==> src/rtl/sswd_pkg.sv <==
`default_nettype none
// ----------------------------------------------------------------------------
// sswd_pkg
// Shared types and constants of the sensor scan and wall detect block.
// ----------------------------------------------------------------------------
package sswd_pkg;

   localparam int SAMPLE_W  = 12;   // distance sample
   localparam int BATT_W    = 14;   // battery voltage in mV
   localparam int REG_W     = 12;   // every configuration register
   localparam int ERR_W     = 13;   // signed steering error
   localparam int NUM_REGS  = 8;
   localparam int CSR_IDX_W = 3;
   localparam int PHASE_W   = 2;
   localparam int BAR_W     = 4;    // holds a bar count of up to 15
   localparam int PROD_W    = 20;   // battery compare products

   typedef enum logic [PHASE_W-1:0] {
      PH_FRONT_RIGHT = 2'd0,
      PH_FRONT_LEFT  = 2'd1,
      PH_RIGHT       = 2'd2,
      PH_LEFT        = 2'd3
   } phase_type;

   typedef enum logic [CSR_IDX_W-1:0] {
      REG_WALL_FRONT_RIGHT = 3'd0,
      REG_WALL_FRONT_LEFT  = 3'd1,
      REG_WALL_RIGHT       = 3'd2,
      REG_WALL_LEFT        = 3'd3,
      REG_CTRL_RIGHT       = 3'd4,
      REG_CTRL_LEFT        = 3'd5,
      REG_REF_RIGHT        = 3'd6,
      REG_REF_LEFT         = 3'd7
   } reg_index_type;

   localparam logic [REG_W-1:0] REG_RESET [NUM_REGS] = '{
      12'd300, 12'd300, 12'd300, 12'd300, 12'd500, 12'd500, 12'd800, 12'd800
   };

endpackage
`default_nettype wire

==> src/rtl/sensor_scan_wall_detect.sv <==
`default_nettype none
// ----------------------------------------------------------------------------
// sensor_scan_wall_detect
// Four-channel distance scan with wall flags, side steering error and a
// battery bar LED.
// ----------------------------------------------------------------------------
// Each accepted request word is one scan tick. An internal phase counter says
// which sensor the sample belongs to, stepping front right, front left, right,
// left and around again; the response word carries the phase handled and the
// flags, errors and LED as they stand after that tick. A wall flag is set when
// its sample is strictly above the wall threshold. The right and left ticks
// also set a steering-valid flag and sample minus reference when the sample is
// above the control threshold, and clear both otherwise. Each left tick steps
// a bar counter 0..BAR_STEPS (wrapping) and lights the LED when the battery
// bar level is above the new count. Throughput is one word per clock: all
// work is a few compares and subtracts between the request port and the
// response register, and a new request is taken whenever the response
// register is empty or being read in the same cycle.
// Configuration writes take effect at once and should be made while idle.
// ----------------------------------------------------------------------------
module sensor_scan_wall_detect #(
   parameter int BATT_LOW_MV  = 3000,
   parameter int BATT_HIGH_MV = 4200,
   parameter int BAR_STEPS    = 10
) (
   input  wire logic                                clock,
   input  wire logic                                reset,

   // configuration write port
   input  wire logic                                csr_write_en,
   input  wire logic [sswd_pkg::CSR_IDX_W-1:0]      csr_index,
   input  wire logic [sswd_pkg::REG_W-1:0]          csr_wdata,

   // request channel
   input  wire logic                                req_valid,
   output logic                                     req_stall,
   input  wire logic [sswd_pkg::SAMPLE_W-1:0]       req_sample,
   input  wire logic [sswd_pkg::BATT_W-1:0]         req_battery_mv,

   // response channel
   output logic                                     rsp_valid,
   input  wire logic                                rsp_stall,
   output logic [sswd_pkg::PHASE_W-1:0]             rsp_phase,
   output logic                                     rsp_wall_front_right,
   output logic                                     rsp_wall_front_left,
   output logic                                     rsp_wall_right,
   output logic                                     rsp_wall_left,
   output logic                                     rsp_ctrl_valid_right,
   output logic                                     rsp_ctrl_valid_left,
   output logic signed [sswd_pkg::ERR_W-1:0]        rsp_err_right,
   output logic signed [sswd_pkg::ERR_W-1:0]        rsp_err_left,
   output logic                                     rsp_battery_led
);

   // battery span; an empty span means any voltage above the low level lights
   localparam bit EMPTY_SPAN = (BATT_HIGH_MV <= BATT_LOW_MV);
   localparam int SPAN       = EMPTY_SPAN ? 1 : (BATT_HIGH_MV - BATT_LOW_MV);

   // configuration registers
   logic [sswd_pkg::REG_W-1:0] cfg_ff [sswd_pkg::NUM_REGS];

   // scan state; flags, errors and led double as the response payload
   sswd_pkg::phase_type              scan_phase_ff, scan_phase_in;
   logic [sswd_pkg::BAR_W-1:0]       bar_ff, bar_in;
   logic [3:0]                       wall_ff, wall_in;
   logic [1:0]                       ctrl_ff, ctrl_in;
   logic signed [sswd_pkg::ERR_W-1:0] err_right_ff, err_right_in;
   logic signed [sswd_pkg::ERR_W-1:0] err_left_ff, err_left_in;
   logic                             led_ff, led_in;
   sswd_pkg::phase_type              rsp_phase_ff;
   logic                             rsp_valid_ff, rsp_valid_in;

   logic                             req_accept;
   logic [sswd_pkg::BAR_W:0]         bar_plus;
   logic [sswd_pkg::BAR_W-1:0]       bar_wrap;
   logic [sswd_pkg::PROD_W-1:0]      batt_lhs;
   logic [sswd_pkg::PROD_W-1:0]      batt_rhs;
   logic                             batt_above_low;
   logic                             led_calc;

   // ---------------------------------------------------------------- handshake
   // hold off only when a response waits and is not taken this cycle
   assign req_stall    = rsp_valid_ff & rsp_stall;
   assign req_accept   = req_valid & ~req_stall;
   assign rsp_valid_in = req_accept | (rsp_valid_ff & rsp_stall);

   // ---------------------------------------------------------------- battery
   // bar counter wraps past the last step
   assign bar_plus       = {1'b0, bar_ff} + 1'b1;
   assign bar_wrap       = (int'(bar_plus) > BAR_STEPS) ? '0
                                                        : bar_plus[sswd_pkg::BAR_W-1:0];
   // floor(d*steps/span) > count  <=>  d*steps >= (count+1)*span
   assign batt_above_low = (int'(req_battery_mv) > BATT_LOW_MV);
   assign batt_lhs       = (sswd_pkg::PROD_W'(req_battery_mv)
                            - sswd_pkg::PROD_W'(BATT_LOW_MV))
                           * sswd_pkg::PROD_W'(BAR_STEPS);
   assign batt_rhs       = (sswd_pkg::PROD_W'(bar_wrap) + 1'b1)
                           * sswd_pkg::PROD_W'(SPAN);

   always_comb begin
      if (!batt_above_low) begin
         led_calc = 1'b0;
      end else if (EMPTY_SPAN) begin
         led_calc = 1'b1;
      end else begin
         led_calc = (batt_lhs >= batt_rhs);
      end
   end

   // ---------------------------------------------------------------- next state
   always_comb begin
      scan_phase_in = scan_phase_ff;
      bar_in        = bar_ff;
      wall_in       = wall_ff;
      ctrl_in       = ctrl_ff;
      err_right_in  = err_right_ff;
      err_left_in   = err_left_ff;
      led_in        = led_ff;
      if (req_accept) begin
         scan_phase_in = sswd_pkg::phase_type'(2'(scan_phase_ff + 2'd1));
         // wall flag of the channel this tick belongs to
         wall_in[scan_phase_ff] = (req_sample > cfg_ff[{1'b0, scan_phase_ff}]);
         case (scan_phase_ff)
            sswd_pkg::PH_RIGHT: begin
               if (req_sample > cfg_ff[sswd_pkg::REG_CTRL_RIGHT]) begin
                  ctrl_in[0]   = 1'b1;
                  err_right_in = $signed({1'b0, req_sample})
                                 - $signed({1'b0, cfg_ff[sswd_pkg::REG_REF_RIGHT]});
               end else begin
                  ctrl_in[0]   = 1'b0;
                  err_right_in = '0;
               end
            end
            sswd_pkg::PH_LEFT: begin
               if (req_sample > cfg_ff[sswd_pkg::REG_CTRL_LEFT]) begin
                  ctrl_in[1]  = 1'b1;
                  err_left_in = $signed({1'b0, req_sample})
                                - $signed({1'b0, cfg_ff[sswd_pkg::REG_REF_LEFT]});
               end else begin
                  ctrl_in[1]  = 1'b0;
                  err_left_in = '0;
               end
               bar_in = bar_wrap;
               led_in = led_calc;
            end
            default: begin
            end
         endcase
      end
   end

   // ---------------------------------------------------------------- registers
   always_ff @(posedge clock) begin
      if (reset) begin
         for (int i = 0; i < sswd_pkg::NUM_REGS; i++) begin
            cfg_ff[i] <= sswd_pkg::REG_RESET[i];
         end
      end else if (csr_write_en) begin
         cfg_ff[csr_index] <= csr_wdata;
      end
   end

   always_ff @(posedge clock) begin
      if (reset) begin
         scan_phase_ff <= sswd_pkg::PH_FRONT_RIGHT;
         rsp_phase_ff  <= sswd_pkg::PH_FRONT_RIGHT;
         bar_ff        <= '0;
         wall_ff       <= '0;
         ctrl_ff       <= '0;
         err_right_ff  <= '0;
         err_left_ff   <= '0;
         led_ff        <= 1'b0;
         rsp_valid_ff  <= 1'b0;
      end else begin
         scan_phase_ff <= scan_phase_in;
         if (req_accept) begin
            rsp_phase_ff <= scan_phase_ff;
         end
         bar_ff       <= bar_in;
         wall_ff      <= wall_in;
         ctrl_ff      <= ctrl_in;
         err_right_ff <= err_right_in;
         err_left_ff  <= err_left_in;
         led_ff       <= led_in;
         rsp_valid_ff <= rsp_valid_in;
      end
   end

   // ---------------------------------------------------------------- outputs
   assign rsp_valid            = rsp_valid_ff;
   assign rsp_phase            = rsp_phase_ff;
   assign rsp_wall_front_right = wall_ff[0];
   assign rsp_wall_front_left  = wall_ff[1];
   assign rsp_wall_right       = wall_ff[2];
   assign rsp_wall_left        = wall_ff[3];
   assign rsp_ctrl_valid_right = ctrl_ff[0];
   assign rsp_ctrl_valid_left  = ctrl_ff[1];
   assign rsp_err_right        = err_right_ff;
   assign rsp_err_left         = err_left_ff;
   assign rsp_battery_led      = led_ff;

endmodule
`default_nettype wire

==> config.mk <==
export PLATFORM = sky130hd
export DESIGN_NAME = sensor_scan_wall_detect
export DESIGN_NICKNAME = d
export VERILOG_FILES = /design/src/rtl/sswd_pkg.sv /design/src/rtl/sensor_scan_wall_detect.sv
export SDC_FILE = /design/constraint.sdc
export NUM_CORES = 1
export LEC_CHECK = 0
export BUFFER_PORTS_ARGS = -buffer_cell sky130_fd_sc_hd__buf_2
export CAP_MARGIN = 20
export CORE_ASPECT_RATIO = 0.9
export CORE_MARGIN = 2
export CORE_UTILIZATION = 55
export CTS_CLUSTER_SIZE = 16
export DETAILED_ROUTE_END_ITERATION = 10
export PLACE_DENSITY = 0.74
export SLEW_MARGIN = 20
export SYNTH_ARGS = -nofsm -noshare
export SYNTH_HDL_FRONTEND = slang
export SYNTH_SLANG_ARGS = --single-unit
==> constraint.sdc <==
create_clock -name clock -period 4.55 [get_ports clock]
set_input_delay 0.91 -clock clock [delete_from_list [all_inputs] [get_ports clock]]
set_output_delay 0.91 -clock clock [all_outputs]
set_load 0.01 [all_outputs]
Yosys cells after proc, flatten, opt, wreduce, memory -nomap -nowiden
Memory sizes are Yosys's and may differ from the RTL's. A register that Yosys moved wholly into a read port is not among the register bits.
Index checks and enable logic that the tools add are counted.

cells by class
  $mul = 2
  equality and inequality tests = 2
  shifts and indexed selects = 0
  $lt $le $gt $ge = 8
  muxes and demuxes = 19
  reductions and logical operators = 4
  bitwise logic cells = 4
  $add $sub $neg = 6
  div/mod/pow operators = 0

operator list
  cell                                                                number
  greater-than comparator 12 bit                                      3
  two-way mux 13 bit                                                  2
  subtractor 12 x 12 -> 13 bit                                        2
  greater-or-equal comparator 20 x 16 -> 1 bit                        1
  multiplier 20 x 3 -> 19 bit (second input constant)                 1
  subtractor 14 x 12 -> 15 bit (second input constant)                1
  greater-than comparator 14 x 12 -> 1 bit (second input constant)    1
  multiplier 5 x 7 -> 12 bit (second input constant)                  1
  two-way mux 12 bit                                                  1
  OR reduction 12 bit                                                 1
  adder 4 x 1 -> 5 bit (second input constant)                        2
  two-way mux 1 bit                                                   10
  two-way mux 3 bit                                                   3
  greater-than comparator 5 x 4 -> 1 bit (second input constant)      1
  bitwise mux 4 bit                                                   1
  == test 2 bit (second input constant)                               2
  two-way mux 4 bit                                                   1
  AND reduction 2 bit                                                 2
  < comparator 2 x 3 -> 1 bit (second input constant)                 1
  adder 2 x 1 -> 2 bit (second input constant)                        1
  AND 1 bit                                                           2
  demux 1 bit (select 2 bit)                                          1
  greater-or-equal comparator 2 x 1 -> 1 bit (second input constant)  1
  logical AND 1 bit                                                   1
  2 further kinds                                                     2

word-level totals
  bits in writable memories = 96
  memories = 1
  ROM bits = 0
  bits in registers = 42
  bits of input ports = 46
  bits in latches = 0

memories
  name    words  bits a word  rd ports  clocked after Yosys merged registers in  wr ports  RTL line                       text
  cfg_ff  8      12           5         1                                        8         sensor_scan_wall_detect.sv:60  logic [sswd_pkg::REG_W-1:0] cfg_ff [sswd_pkg::NUM_REGS];

Longest topological paths before layout
  word-level depth = 7
  mapped depth = 24
  gate-level depth less buffers = 24

Least setup slack after synthesis
No wires, ideal clock.

  path type = register to register
  start = register bar_ff[0] (netlist bit)
  end = register led_ff, in the netlist rsp_battery_led
  arrival = 4.816 ns
  cell stages (with the launch flop) = 24
  required time = 4.434 ns
  period minus slack after synthesis = 4.933 ns
  slack = -0.383 ns
  path through = dfxtp_1 > nand3_1 > xnor2_1 > nor2_1 > o21ai_2 > or2_2 > inv_1 > ha_1 > xor2_1 > ha_1 > fa_1 > ha_1 > a21oi_1 > nor2b_1 > a21oi_1 > nor2_1 > o21a_1 > or2_2 > ha_1 > a21o_2 > a211o_1 > a211oi_1 > o31a_1 > a21oi_2

between the ends
  longest elaborated chain between the ends = 7

ends and longest elaborated chain
  item                                              RTL line                        text
  start: declaration                                sensor_scan_wall_detect.sv:64   logic [sswd_pkg::BAR_W-1:0] bar_ff, bar_in;
  start signal: assignment                          sensor_scan_wall_detect.sv:179  bar_ff <= bar_in;
  adder 4 x 1 -> 5 bit (*)                          sensor_scan_wall_detect.sv:89   assign bar_plus = {1'b0, bar_ff} + 1'b1;
  greater-than comparator 5 x 4 -> 1 bit            sensor_scan_wall_detect.sv:90   assign bar_wrap = (int'(bar_plus) > BAR_STEPS) ? '0
  two-way mux 4 bit (*)                             sensor_scan_wall_detect.sv:90
  named net bar_wrap (one bit)                      sensor_scan_wall_detect.sv:75   logic [sswd_pkg::BAR_W-1:0] bar_wrap;
  adder 4 x 1 -> 5 bit (*)                          sensor_scan_wall_detect.sv:97   assign batt_rhs = (sswd_pkg::PROD_W'(bar_wrap) + 1'b1)
  multiplier 5 x 7 -> 12 bit (*)                    sensor_scan_wall_detect.sv:98   * sswd_pkg::PROD_W'(SPAN);
  greater-or-equal comparator 20 x 16 -> 1 bit (*)  sensor_scan_wall_detect.sv:106  led_calc = (batt_lhs >= batt_rhs);
  two-way mux 1 bit (*)                             sensor_scan_wall_detect.sv:101  if (!batt_above_low) begin
  end signal: assignment                            sensor_scan_wall_detect.sv:184  led_ff <= led_in;
  end: declaration                                  sensor_scan_wall_detect.sv:69   logic led_ff, led_in;

The timed path passes the listed nets; every way through them passes the cells marked *.
A chain may end at the register's enable or synchronous reset.

Worst setup path after layout
  start = register bar_ff[1] (netlist bit)
  end = register led_ff, in the netlist rsp_battery_led

between the ends
  longest elaborated chain between the ends = 7

ends and longest elaborated chain
  item                                          RTL line
  adder 4 x 1 -> 5 bit                          sensor_scan_wall_detect.sv:89
  greater-than comparator 5 x 4 -> 1 bit        sensor_scan_wall_detect.sv:90
  two-way mux 4 bit                             sensor_scan_wall_detect.sv:90
  named net bar_wrap (one bit)                  sensor_scan_wall_detect.sv:75
  adder 4 x 1 -> 5 bit                          sensor_scan_wall_detect.sv:97
  multiplier 5 x 7 -> 12 bit                    sensor_scan_wall_detect.sv:98
  greater-or-equal comparator 20 x 16 -> 1 bit  sensor_scan_wall_detect.sv:106
  two-way mux 1 bit                             sensor_scan_wall_detect.sv:101

The timed path passes the listed nets, and every way through them passes these cells.

==> out/results.tsv <==
stage	metric	value	unit
timing	RSZ-0062 raised after global routing	yes	
timing	clk_skew	0.00764	ns
clock_tree	Root Driver	clkbuf_16	
clock_tree	Max clock buf depth	2	
setup_path	slowest cell delay on critical path	0.45	ns
setup_path	WS Path Type	reg -> reg	
floorplanning	Core Footprint	0.0163	mm2
setup_path	slowest cell on the critical path	fa_1	
timing	# setup viols final	1	
setup_path	CP endpoint kind	flip-flop	
global_routing	GRT overflow	0	
placed_design	Cell Area, Placed	0.0102	mm2
run_status	status	complete, but fails checks	
setup_path	Worst Path Required	4.86	ns
clock_tree	worst skew pair latency	0.42	ns
drt	Routed WL	21.9	mm
floorplanning	die area	0.0179	mm2
timing	final worst path period share	103	%
finish	antenna diode count	0	
global_routing	Tot GR Track Use	25.4	%
timing	WHS	0.467	ns
placed_design	worst slack at placement	-0.148	ns
synthesis	EDFF count, synth	96	
run	max_cap viols	0	
clock_tree	clock-pin slew on the worst setup and hold paths	0.06	ns
floorplanning	chip height	127	um
power_and_ir_drop	leak pwr	4.72	nW
clock_tree	CTS Hold Bufs	0	
synthesis	Syn Area/Cell	10.3	um2
timing	Period minus WS final	4.67	ns
synthesis	sequential share of the synthesized area	40.6	%
placed_design	DPL Wire Length	16.0	mm
setup_path	CP Launch Type	flip-flop	
global_routing	antenna violations before repair	0	
power_and_ir_drop	Clock Power Share	39.5	%
power_and_ir_drop	NetSw	0.00105	W
synthesis	Synth cell types	70	
power_and_ir_drop	Pint	0.00278	W
timing	Worst-Margin Slew	0.833	ns
finish	share of cells above drive strength 1	20.3	%
setup_path	critical path peak fanout	4	
global_routing	first-pass GRT wire length	35.4	mm
power_and_ir_drop	Sw Ratio	27.4	%
floorplanning	Initial Utilization	56.8	%
synthesis	synth warn	0	
timing	post-route setup slack	-0.123	ns
synthesis	asr flop ratio synth	0	%
drt	DRT antenna net count	0	
drt	DRT iter0 DRCs	420	
drt	vias per inst	5.69	
power_and_ir_drop	Gate power share	22.7	%
floorplanning	Rows	44	
timing	fmax	214	MHz
setup_path	crit path DAT	4.98	ns
clock_tree	# H-tree levels	4	
run_status	failing checks	negative setup slack	
clock_tree	CTS tree	done	
hold_path	Hold Path Depth	2	
drt	routed len/inst	17.8	um
finish	Final Cell Area	0.0110	mm2
setup_path	Top cell by count, worst path	ha_4	
setup_path	r2r worst-path depth	24	
finish	Layout area overhead	18.8	%
timing	fin. max-slew vios	0	
power_and_ir_drop	Flop pwr share	37.8	%
setup_path	crit-path cells	inv_4 -> ha_4 -> o22ai_2 -> nand2_1 -> o21ai_2 -> or2_4 -> inv_4 -> ha_4 -> xor2_4 -> ha_4 -> fa_1 -> ha_4 -> a31oi_4 -> inv_2 -> a31oi_4 -> o21bai_1 -> a21oi_2 -> xnor2_2 -> xnor2_1 -> ha_1 -> a211o_1 -> a31oi_1 -> o31a_1 -> a21oi_2	
drt	DR DRC count	0	
placed_design	I/O Buffers	82	
placed_design	routability congestion estimate	0.844	
synthesis	Synth Cell Area	0.00926	mm2
synthesis	Main synth FF type	edfxtp_1	
clock_tree	Num CTS Buffers	17	
power_and_ir_drop	worst vdd ir	0.288	mV
global_routing	largest net degree at the start of global routing	40	
floorplanning	Die X	141	um
clock_tree	clock sink total	140	
power_and_ir_drop	PwrDens	348	mW/mm2
finish	Post-layout nets	1183	
hold_path	Hold WC Path Type	reg -> reg	
drt	1st-pass router iterations	5	
timing	Hold Violations, Final	0	
drt	via count	6989	
global_routing	number of global-route vias before repair	6969	
synthesis	Mapped Cells	895	
synthesis	number of synthesized register bits	140	
timing	headroom to the max-slew limit	43.9	%
floorplanning	I/O Pins	83	
-- stage by stage --
stage                     cells  TNS (ns)  power (W)  utilization (%)
after CTS                  1226         0    0.00383             67.0
after global routing       1228    -0.319    0.00402             67.5
final                      1228    -0.123    0.00383             67.5
after global placement     1192         0    0.00230             62.3
after detailed placement   1192    -0.148    0.00232             62.3
after floorplan             897         0    0.00209                -
-- worst paths after layout --
path | from | endpoint | slack (ns)
max | bar_ff[1] | rsp_battery_led | -0.12
min | rsp_err_right[0] | rsp_err_right[0] | 0.47
max reg2reg | bar_ff[1] | rsp_battery_led | -0.12
min reg2reg | rsp_err_right[0] | rsp_err_right[0] | 0.47
-- cell families (layout without fill, tap and decap cells) --
group                    Yosys count  in the layout  share of synthesized area, %
AO/OA/AOI/OAI                    179            179                          13.1
XOR/XNOR                          47             47                          4.44
adder cells (fa/ha/maj)          129            129                          17.9
buffers and inverters            106            230                          4.38
flip-flops                       140            140                          40.6
multiplexers                      15             15                          3.24
other                              2              4                        0.0811
AND/OR/NAND/NOR                  277            277                          16.2
-- flip-flops by register name, summed over array words and instances, names as in the netlist, named ones only --
signal,count
rsp_err_right,13
wall_ff,4
ctrl_ff,2
rsp_battery_led,1
rsp_err_left,13
scan_phase_ff,2
cfg_ff,96
bar_ff,4
rsp_phase,2
rsp_valid,1
-- layer usage --
metal / track usage (%) / routed length (um)
met1: 33.1 / 9620
met2: 44.2 / 10900
met3: 3.45 / 808
met4: 8.12 / 486
met5: 0 / 0
-- power by group through the flow --
stage | Clock [W] | Sequential, W | Combinational (W)
after floorplan | 0 | 0.00147 | 0.000620
after global placement | 0 | 0.00147 | 0.000822
after detailed placement | 0 | 0.00148 | 0.000840
after CTS | 0.00153 | 0.00145 | 0.000856
after global routing | 0.00158 | 0.00146 | 0.000979
final | 0.00151 | 0.00145 | 0.000870
-- synth_stat cells, drive strengths merged (12+ instances only) --
| library cell | count | area (um2) |
|---|---|---|
| ha | 123 | 1540 |
| o21ai | 35 | 179 |
| clkbuf | 16 | 60.1 |
| and2 | 67 | 422 |
| nand2b | 17 | 106 |
| mux4 | 12 | 270 |
| a22oi | 17 | 128 |
| nor2 | 66 | 248 |
| xor2 | 16 | 140 |
| nand3 | 12 | 60.1 |
| nor3 | 16 | 80.1 |
| a21oi | 49 | 257 |
| nand2 | 24 | 90.1 |
| or3 | 28 | 175 |
| o21a | 13 | 97.6 |
| inv | 85 | 319 |
| dfxtp | 44 | 881 |
| nand4 | 13 | 81.3 |
| xnor2 | 31 | 272 |
| edfxtp | 96 | 2880 |
| nor2b | 14 | 90.1 |
-- cell usage in the layout, fill, tap and decap left out, types with 13 or more instances in the layout --
cell       netlist  layout
o21ai_0         32      31
xnor2_1         31      29
nand4_1         13      13
ha_1           123     111
buf_2            3      82
nand2b_1        17      17
xor2_1          16      15
dfxtp_1         44      41
nand2_1         24      24
a21oi_1         46      43
buf_4            1      30
or3_1           28      28
a22oi_1         17      17
inv_1           85      82
nor3_1          16      16
o21a_1          13      13
edfxtp_1        96      96
clkbuf_16        0      17
and2_1          66      66
nor2_1          66      64
-- repair_timing --
action / CTS / global route
gates resized for setup: 14 / 14
buffers inserted: 2 / 2
cloned: 0 / 0
setup endpoints to repair: 1 / 1
pin swaps: 16 / 19
-- worst max-delay path: cells and delay by family, from the launching register on --
kind / cells / cell delay [ns]
AO/OA/AOI/OAI: 10 / 1.51
buffers and inverters: 3 / 0.16
flip-flops: 1 / 0.39
XOR/XNOR: 3 / 0.48
AND/OR/NAND/NOR: 2 / 0.38
adder cells (fa/ha/maj): 6 / 1.62
-- area by class of cell --
type                            instances  area, um2
Tap cell                              207        259
Inverter                               86        328
Fill cell                            1290       5290
Clock buffer                           19        433
Clock inverter                         13        211
Timing Repair Buffer                  112        636
Sequential cell                       140       3770
Multi-Input combinational cell        651       5370
(Power assumes the default switching activity.)
